`src/sv/sws_pkg.sv`:
```
// shared types and constants for the shell word splitter
// no dependencies

`default_nettype none

package sws_pkg;

    // slot ceiling of the build; the word counter never goes past 255 words
    localparam int MAX_SLOTS = 256;
    localparam logic [8:0] SLOT_CAP = (MAX_SLOTS > 256) ? 9'd256 : 9'(MAX_SLOTS);

    localparam logic [8:0] ARG_SLOTS_RESET = 9'd32;

    // register index of arg_slots
    localparam logic REG_ARG_SLOTS = 1'b0;

    localparam logic [7:0] CH_NUL       = 8'h00;
    localparam logic [7:0] CH_TAB       = 8'h09;
    localparam logic [7:0] CH_SPACE     = 8'h20;
    localparam logic [7:0] CH_DQUOTE    = 8'h22;
    localparam logic [7:0] CH_SQUOTE    = 8'h27;
    localparam logic [7:0] CH_BACKSLASH = 8'h5c;

    typedef enum logic [1:0] {
        MODE_IDLE   = 2'd0,
        MODE_BARE   = 2'd1,
        MODE_QUOTED = 2'd2,
        MODE_SKIP   = 2'd3
    } mode_t;

endpackage

`default_nettype wire

```
`src/sv/shell_word_splitter_top.sv`:
```
// shell word splitter: one line byte in, one word event beat out
// depends on sws_pkg
// latency: the result beat for a byte is valid the cycle after the byte is accepted
// throughput: one byte per cycle while out_ready keeps up; scan state updates at the
//   accept edge, the result sits in one output register refilled as it is taken
// reset (rst_n low, async): between words, word count 0, arg_slots 32, no beat out

`default_nettype none

module shell_word_splitter_top
    import sws_pkg::*;
(
    input  wire logic        clk,
    input  wire logic        rst_n,

    input  wire logic        psel,
    input  wire logic        penable,
    input  wire logic        pwrite,
    input  wire logic [2:0]  paddr,
    input  wire logic [31:0] pwdata,
    output logic      [31:0] prdata,
    output logic             pready,

    input  wire logic        in_valid,
    output logic             in_ready,
    input  wire logic [7:0]  in_byte,

    output logic             out_valid,
    input  wire logic        out_ready,
    output logic      [7:0]  data_byte,
    output logic             data_valid,
    output logic             token_open,
    output logic             token_close,
    output logic      [7:0]  token_index,
    output logic             finished,
    output logic             overflow_error,
    output logic      [7:0]  token_count
);

    logic [8:0] arg_slots_reg;
    mode_t      mode_reg, mode_next;
    logic [7:0] quote_reg, quote_next;
    logic       esc_reg, esc_next;
    logic [7:0] word_cnt_reg, word_cnt_next;

    logic       out_valid_reg;
    logic [7:0] data_byte_reg, data_byte_next;
    logic       data_valid_reg, data_valid_next;
    logic       open_reg, open_next;
    logic       close_reg, close_next;
    logic [7:0] index_reg, index_next;
    logic       fin_reg, fin_next;
    logic       ovf_reg, ovf_next;
    logic [7:0] count_reg, count_next;

    logic       in_accept;
    logic       cfg_write;
    logic [8:0] slot_lim;
    logic       may_open;
    logic [7:0] cur_word;

    // configuration port
    assign pready    = 1'b1;
    assign cfg_write = psel && penable && pwrite;
    assign prdata    = (paddr[2] == REG_ARG_SLOTS) ? {23'd0, arg_slots_reg} : 32'd0;

    always_ff @(posedge clk or negedge rst_n)
    begin
        if (!rst_n)
        begin
            arg_slots_reg <= ARG_SLOTS_RESET;
        end
        else if (cfg_write && paddr[2] == REG_ARG_SLOTS)
        begin
            arg_slots_reg <= pwdata[8:0];
        end
    end

    // output register frees up in the same cycle its beat is taken
    assign in_ready  = !out_valid_reg || out_ready;
    assign in_accept = in_valid && in_ready;

    assign slot_lim = (arg_slots_reg > SLOT_CAP) ? SLOT_CAP : arg_slots_reg;
    assign may_open = ({1'b0, word_cnt_reg} + 9'd1) < slot_lim;
    assign cur_word = (word_cnt_reg != 8'd0) ? word_cnt_reg - 8'd1 : 8'd0;

    always_comb
    begin
        mode_next       = mode_reg;
        quote_next      = quote_reg;
        esc_next        = esc_reg;
        word_cnt_next   = word_cnt_reg;
        data_byte_next  = 8'd0;
        data_valid_next = 1'b0;
        open_next       = 1'b0;
        close_next      = 1'b0;
        index_next      = 8'd0;
        fin_next        = 1'b0;
        ovf_next        = 1'b0;
        count_next      = 8'd0;

        if (in_byte == CH_NUL)
        begin
            fin_next = 1'b1;
            if (mode_reg == MODE_SKIP)
            begin
                ovf_next = 1'b1;
            end
            else
            begin
                if (mode_reg == MODE_BARE || mode_reg == MODE_QUOTED)
                begin
                    close_next = 1'b1;
                    index_next = cur_word;
                end
                count_next = word_cnt_reg;
            end
            mode_next     = MODE_IDLE;
            quote_next    = 8'd0;
            esc_next      = 1'b0;
            word_cnt_next = 8'd0;
        end
        else
        begin
            case (mode_reg)
                MODE_SKIP:
                begin
                    ovf_next = 1'b1;
                end
                MODE_QUOTED:
                begin
                    index_next = cur_word;
                    if (in_byte == quote_reg)
                    begin
                        close_next = 1'b1;
                        mode_next  = MODE_IDLE;
                    end
                    else
                    begin
                        data_valid_next = 1'b1;
                        data_byte_next  = in_byte;
                    end
                end
                MODE_BARE:
                begin
                    index_next = cur_word;
                    if (esc_reg)
                    begin
                        esc_next        = 1'b0;
                        data_valid_next = 1'b1;
                        data_byte_next  = in_byte;
                    end
                    else if (in_byte inside {CH_SPACE, CH_TAB})
                    begin
                        close_next = 1'b1;
                        mode_next  = MODE_IDLE;
                    end
                    else if (in_byte == CH_BACKSLASH)
                    begin
                        esc_next = 1'b1;
                    end
                    else
                    begin
                        data_valid_next = 1'b1;
                        data_byte_next  = in_byte;
                    end
                end
                default:
                begin
                    // between words
                    if (in_byte inside {CH_SPACE, CH_TAB})
                    begin
                        mode_next = MODE_IDLE;
                    end
                    else if (!may_open)
                    begin
                        ovf_next  = 1'b1;
                        mode_next = MODE_SKIP;
                    end
                    else
                    begin
                        open_next     = 1'b1;
                        index_next    = word_cnt_reg;
                        word_cnt_next = word_cnt_reg + 8'd1;
                        if (in_byte inside {CH_SQUOTE, CH_DQUOTE})
                        begin
                            mode_next  = MODE_QUOTED;
                            quote_next = in_byte;
                        end
                        else
                        begin
                            mode_next = MODE_BARE;
                            if (in_byte == CH_BACKSLASH)
                            begin
                                esc_next = 1'b1;
                            end
                            else
                            begin
                                data_valid_next = 1'b1;
                                data_byte_next  = in_byte;
                            end
                        end
                    end
                end
            endcase
        end
    end

    always_ff @(posedge clk or negedge rst_n)
    begin
        if (!rst_n)
        begin
            mode_reg      <= MODE_IDLE;
            quote_reg     <= 8'd0;
            esc_reg       <= 1'b0;
            word_cnt_reg  <= 8'd0;
            out_valid_reg <= 1'b0;
        end
        else
        begin
            if (in_accept)
            begin
                mode_reg     <= mode_next;
                quote_reg    <= quote_next;
                esc_reg      <= esc_next;
                word_cnt_reg <= word_cnt_next;
            end
            if (in_accept)
            begin
                out_valid_reg <= 1'b1;
            end
            else if (out_ready)
            begin
                out_valid_reg <= 1'b0;
            end
        end
    end

    // result beat payload
    always_ff @(posedge clk)
    begin
        if (in_accept)
        begin
            data_byte_reg  <= data_byte_next;
            data_valid_reg <= data_valid_next;
            open_reg       <= open_next;
            close_reg      <= close_next;
            index_reg      <= index_next;
            fin_reg        <= fin_next;
            ovf_reg        <= ovf_next;
            count_reg      <= count_next;
        end
    end

    assign out_valid      = out_valid_reg;
    assign data_byte      = data_byte_reg;
    assign data_valid     = data_valid_reg;
    assign token_open     = open_reg;
    assign token_close    = close_reg;
    assign token_index    = index_reg;
    assign finished       = fin_reg;
    assign overflow_error = ovf_reg;
    assign token_count    = count_reg;

    // a count is only reported on a clean end of line
    a_count_only_on_end: assert property (@(posedge clk) disable iff (!rst_n)
        out_valid_reg && count_reg != 8'd0 |-> fin_reg && !ovf_reg)
        else $error("token_count set outside a clean end of line");

    // opening a word never coincides with an error or the end
    a_open_clean: assert property (@(posedge clk) disable iff (!rst_n)
        out_valid_reg && open_reg |-> !ovf_reg && !fin_reg && index_reg == cur_word)
        else $error("bad word open beat");

    // the terminating byte returns the scanner to its idle state
    a_end_clears: assert property (@(posedge clk) disable iff (!rst_n)
        in_accept && in_byte == CH_NUL |=> mode_reg == MODE_IDLE && word_cnt_reg == 8'd0
            && !esc_reg)
        else $error("line state not cleared at end of line");

    // an accepted byte always lands in the output register
    a_accept_loads: assert property (@(posedge clk) disable iff (!rst_n)
        in_accept |=> out_valid_reg)
        else $error("accepted byte produced no result beat");

endmodule

`default_nettype wire

```
`config.mk`:
```
export PLATFORM = sky130hd
export DESIGN_NAME = shell_word_splitter_top
export DESIGN_NICKNAME = d
export VERILOG_FILES = /design/src/sv/sws_pkg.sv /design/src/sv/shell_word_splitter_top.sv
export SDC_FILE = /design/constraint.sdc
export NUM_CORES = 1
export LEC_CHECK = 0
export BUFFER_PORTS_ARGS = -buffer_cell sky130_fd_sc_hd__buf_2
export CORE_MARGIN = 2
export CORE_UTILIZATION = 30
export DETAILED_ROUTE_END_ITERATION = 10
export PLACE_DENSITY = 0.53
export SLEW_MARGIN = 30
export SYNTH_ARGS = -nofsm -noshare
export SYNTH_HDL_FRONTEND = slang
export SYNTH_SLANG_ARGS = --single-unit
export TNS_END_PERCENT = 30
```
`constraint.sdc`:
```
create_clock -name clk -period 3.9 [get_ports clk]
set_clock_uncertainty 0.1 [all_clocks]
set_input_delay 0.195 -clock clk [delete_from_list [all_inputs] [get_ports clk]]
set_output_delay 0.195 -clock clk [all_outputs]
set_load 0.01 [all_outputs]
```
==> Yosys cells after proc, flatten, opt, wreduce, memory -nomap -nowiden <==
Index checks and enable logic that the tools add are counted.
{ "classes": {"add_sub_neg": 3, "n_lt_le_gt_ge": 2, "n_eq_ne": 18, "muxes": 67, "bitwise": 2, "reduce_logical": 25} }
{ "ops": {"columns": ["op", "count"], "rows": [
  ["8-bit two-way mux", 22],
  ["1-bit two-way mux", 29],
  ["8-bit by 6-bit == test with 1-bit output (second input constant)", 3],
  ["8-bit one-hot mux with 3 select lines", 1],
  ["9-bit two-way mux", 2],
  ["8-bit one-hot mux with 2 select lines", 1],
  ["2-bit two-way mux", 7],
  ["5-bit AND reduction", 2],
  ["2-bit nonzero test", 5],
  ["8-bit by 1-bit adder with 9-bit output (second input constant)", 1],
  ["9-bit greater-than comparator (second input constant)", 1],
  ["9-bit less-than comparator", 1],
  ["3-bit inequality test (second input constant)", 3],
  ["8-bit by 1-bit adder with 8-bit output (second input constant)", 1],
  ["8-bit by 4-bit == test with 1-bit output (second input constant)", 1],
  ["8-bit by 7-bit == test with 1-bit output (second input constant)", 1],
  ["8-bit == test", 1],
  ["8-bit logical NOT", 1],
  ["8-bit nonzero test", 1],
  ["8-bit by 1-bit subtractor with 8-bit output (second input constant)", 1],
  ["3-bit by 2-bit inequality test with 1-bit output (second input constant)", 2],
  ["1-bit one-hot mux with 2 select lines", 3],
  ["2-bit one-hot mux with 3 select lines", 1],
  ["6-bit AND reduction", 1],
  ["other kinds (14)", 25]
]} }
{ "word_totals": {"regBits": 58, "in_bits": 50, "out_inout_bits": 64, "word_cells": 131} }

==> Logic depth before layout (Yosys ltp) <==
{ "logic_depth": {"word_depth": 7, "mapped_depth": 12, "depth_no_buf": 10} }

==> Worst setup path after synthesis <==
OpenSTA, ideal clock, no wires.
{ "synth_path": {"kind": "register to register", "startpoint": "register word_cnt_reg[0]", "endpoint": "register data_byte_reg[1] (netlist: data_byte[1]) (data pin)", "setup_ns": 0.140, "arrival_ns": 2.810, "required_ns": 3.660, "path_slack_ns": 0.850, "path_stages_with_launch": 11, "path_buffers": 0, "synth_period_minus_slack_ns": 3.050, "cell_sequence": "dfrtp_1 -> ha_1 -> nand3_1 -> or2_1 -> xnor2_1 -> ha_1 -> and4_1 -> a31o_1 -> a211o_4 -> or3_4 -> a21boi_2"} }
{ "synth_via": {"elab_chain_len": 5} }
{ "synth_rtl": {"columns": ["item", "line", "rtl"], "rows": [
  ["from (decl)", "shell_word_splitter_top.sv:44", "logic [7:0] word_cnt_reg, word_cnt_next;"],
  ["from (signal assigned)", "shell_word_splitter_top.sv:226", "word_cnt_reg <= word_cnt_next;"],
  ["8-bit by 1-bit adder with 9-bit output", "shell_word_splitter_top.sv:84", "assign may_open = ({1'b0, word_cnt_reg} + 9'd1) < slot_lim;"],
  ["9-bit less-than comparator", "shell_word_splitter_top.sv:84", null],
  ["8-bit two-way mux", "shell_word_splitter_top.sv:175", "else if (!may_open)"],
  ["8-bit two-way mux", "shell_word_splitter_top.sv:171", "if (in_byte inside {CH_SPACE, CH_TAB})"],
  ["8-bit one-hot mux with 3 select lines", "shell_word_splitter_top.sv:125", "case (mode_reg)"],
  ["to (signal assigned)", "shell_word_splitter_top.sv:244", "data_byte_reg <= data_byte_next;"],
  ["to (decl)", "shell_word_splitter_top.sv:47", "logic [7:0] data_byte_reg, data_byte_next;"]
]} }
Every way passes these cells.
A chain may end at the register's enable or synchronous reset.

==> Final worst setup path <==
{ "layout_path": {"startpoint": "register word_cnt_reg[2]", "endpoint": "register data_byte_reg[1] (netlist: data_byte[1]) (data pin)"} }
Same word-level chain as after synthesis.

==> impl_metrics.ini <==
[run_status]
status = complete, no violations

[run]
maxCapViolations = 0

[yosys]
ys_ff_latch = 58
avgSynthCellArea_um2 = 10.2
synth.distinct_cells = 65
syn_inst = 350
synth_top_family_by_area = simple AND/OR/NAND/NOR gates
synth-seq-area-share_pct = 44.5
async_flop_share_pct = 50.0
synth_ff_type = edfxtp_1
synth-adder-area-share_pct = 5.23
synth_edf_count = 29
synth_xor_area_share_pct = 3.66
synth-compound-area-share_pct = 15.7
syn_area_um2 = 3590
yosys_warnings = 0
synth_mux_area_share_pct = 3.45
yosys.area_share.simple_pct = 18.5

[worst_setup_path]
r2r_start = word_cnt_reg[2]
r2r_end = data_byte[1]
worst-path-buf-inv = 0
cp.required_ps = 3980
cp_slowest_cell = dfrtp_1
critical_path.startpoint = word_cnt_reg[2]
criticalPathCategory = reg2reg
cp_slowest_stage_delay_ps = 550
path_max_fanout = 10
end_kind = register
path_cells = nand3_1 -> nor2_1 -> nand3_1 -> xnor2_1 -> ha_1 -> and4_1 -> a31o_1 -> a211o_4 -> or3_4 -> a21boi_2
rrSetupSlack_ps = 400
crit_top_cell = nand3_1
worst-path-stages = 10
ff2ff_path_depth = 10
crit_family = simple AND/OR/NAND/NOR gates
cp_data_arrival_time_ps = 3580
start_kind = register

[clocking]
cts-buffers-inserted = 9
worstSkewPairLatency_ps = 330
htree_levels = 3
cts.sinks = 58
post_cts_resized = 0
clockBufferDepth = 2
cts_tree = done
cts_setup_buffers = 0
cts_hold_buf = 8
clk_pin_slew_worst_paths_ps = 50
cts_root_buf = clkbuf_16

[floorplan]
initial_utilization_pct = 31.0
rows = 39
fp.dieW_um = 113
io_pins = 114
die_h_um = 113
die-area_um2 = 12800
core_um2 = 11600

[worst_hold_path]
hold_class = in2reg
hold_path_depth = 2
min_to = arg_slots_reg[5]
hold_start = pwdata[5]

[drt]
postRouteAntennaNets = 0
routed_wl_mm = 8.23
wl_per_cell_um = 14.6
dr.pass1.iters = 4
drcViolationCount = 0
vias = 2799
dr.first_iter.drc_count = 156
vias_per_cell = 4.95

[global_route]
antenna_found_initial = 0
globalRoute.totalOverflow = 0
met3_usage_pct = 2.14
grt_use_total_pct = 13.0
grt-busiest-layer = met2
use_met1_pct = 17.9
grt_max_degree = 30
grt_pass1_vias = 2654
met2_usage_pct = 20.6
grt_pass1_wl_mm = 13.3

[placement]
place_hpwl_mm = 5.93
io_buffers = 64
gp_congestion = 0.808
placed_cells = 541

[sta]
hold_violations = 0
min_period_ps = 3500
setup_violations = 0
tightest_slew_ps = 718
rsz0062_at_grt = no
max_freq_mhz = 286
slew_headroom_pct = 52.1
finalMaxSlewViolations = 0
totalNegativeSetupSlack_ps = 0
finalCritPeriodShare_pct = 89.7

[cells_and_area]
antennaDiodeCount = 0
post-route-util_pct = 37.7
final_nets = 482
fill_cells = 1139
area_growth_pct = 21.4
drive_above_1_share_pct = 26.3
largest_reg_flops = 9
fin_cells = 565

[pwr]
peakVddDrop_mv = 0.310
leakage_nw = 1.89
p_per_area_nw_per_um2 = 744
[logic make-up (layout without fill, tap and decap cells)]
group / count (synthesis) / in the layout
simple gates: 120 / 120
compound gates: 73 / 73
flops: 58 / 58
buf+inv: 56 / 106
fa+ha+maj: 15 / 15
xor+xnor: 15 / 15
mux: 11 / 11
other cells: 2 / 24
[Yosys cell counts (7+ instances only)]
library cell	instances	area, um2
inv_1	11	41.3
and2_1	8	50.1
mux2_2	11	124
dfrtp_1	28	701
nor3_1	10	50.1
a31oi_1	10	62.6
a21oi_1	9	45.0
o21ai_1	7	35.0
edfxtp_1	29	871
xnor2_1	13	114
buf_4	25	188
nand2_1	29	109
nand3_1	12	60.1
ha_1	15	188
nor2b_1	11	68.8
nor2_1	17	63.8
buf_2	9	45.0
[worst max-delay path by stage]
stage,endpoint
3_5_place_dp,data_byte[5]
6_report,data_byte[1]
4_1_cts,data_byte[5]
2_1_floorplan,data_byte[1]
5_1_grt,token_index[4]
3_3_place_gp,data_byte[0]
[area by class of cell]
| cell class | instances | area (um2) | area share (%) |
|---|---|---|---|
| Tap cell | 143 | 179 | 4.11 |
| Inverter | 15 | 56.3 | 1.29 |
| Sequential cell | 58 | 1600 | 36.7 |
| Multi-Input combinational cell | 258 | 1760 | 40.3 |
| Clock inverter | 7 | 116 | 2.67 |
| Timing Repair Buffer | 75 | 423 | 9.71 |
| Clock buffer | 9 | 225 | 5.17 |
[per-stage QoR]
stage | area [um2] | power [mW] | hold WS (ps) | setup WS, ps
detailed placement | 3930 | 2.34 | 187 | 430
floorplan | 3670 | 1.98 | -201 | 850
global route | 4350 | 3.48 | 6.20 | 134
finish | 4350 | 3.24 | 5.18 | 403
CTS | 4350 | 3.27 | 1.91 | 402
global placement | 3930 | 2.30 | 176 | 489
[metal layers]
metal  up-vias  part of all wire (%)
met5         -                     0
met4         0                  0.79
met3         6                   5.8
met2       119                    45
met1      1308                    48
li1       1366                     -
[cells in the final DEF (no fill, tap or decap), drive strengths merged, types with 7 or more instances in the layout]
cell         instances
nor2                17
clkbuf               9
edfxtp              29
nor2b               11
dlygate4sd3          8
mux2                11
and2                 8
nand2               29
a31oi               10
a21oi               10
ha                  15
a211oi               7
nand3               13
inv                 14
o21ai               10
nor3                11
conb                24
dfrtp               28
buf                 67
xnor2               13
[report_power, final]
group | switching, mW | internal [mW]
combinational | 0.834 | 0.561
clock | 0.284 | 0.623
sequential | 0.0875 | 0.848
Note: power is estimated with default switching activity, not from simulation.
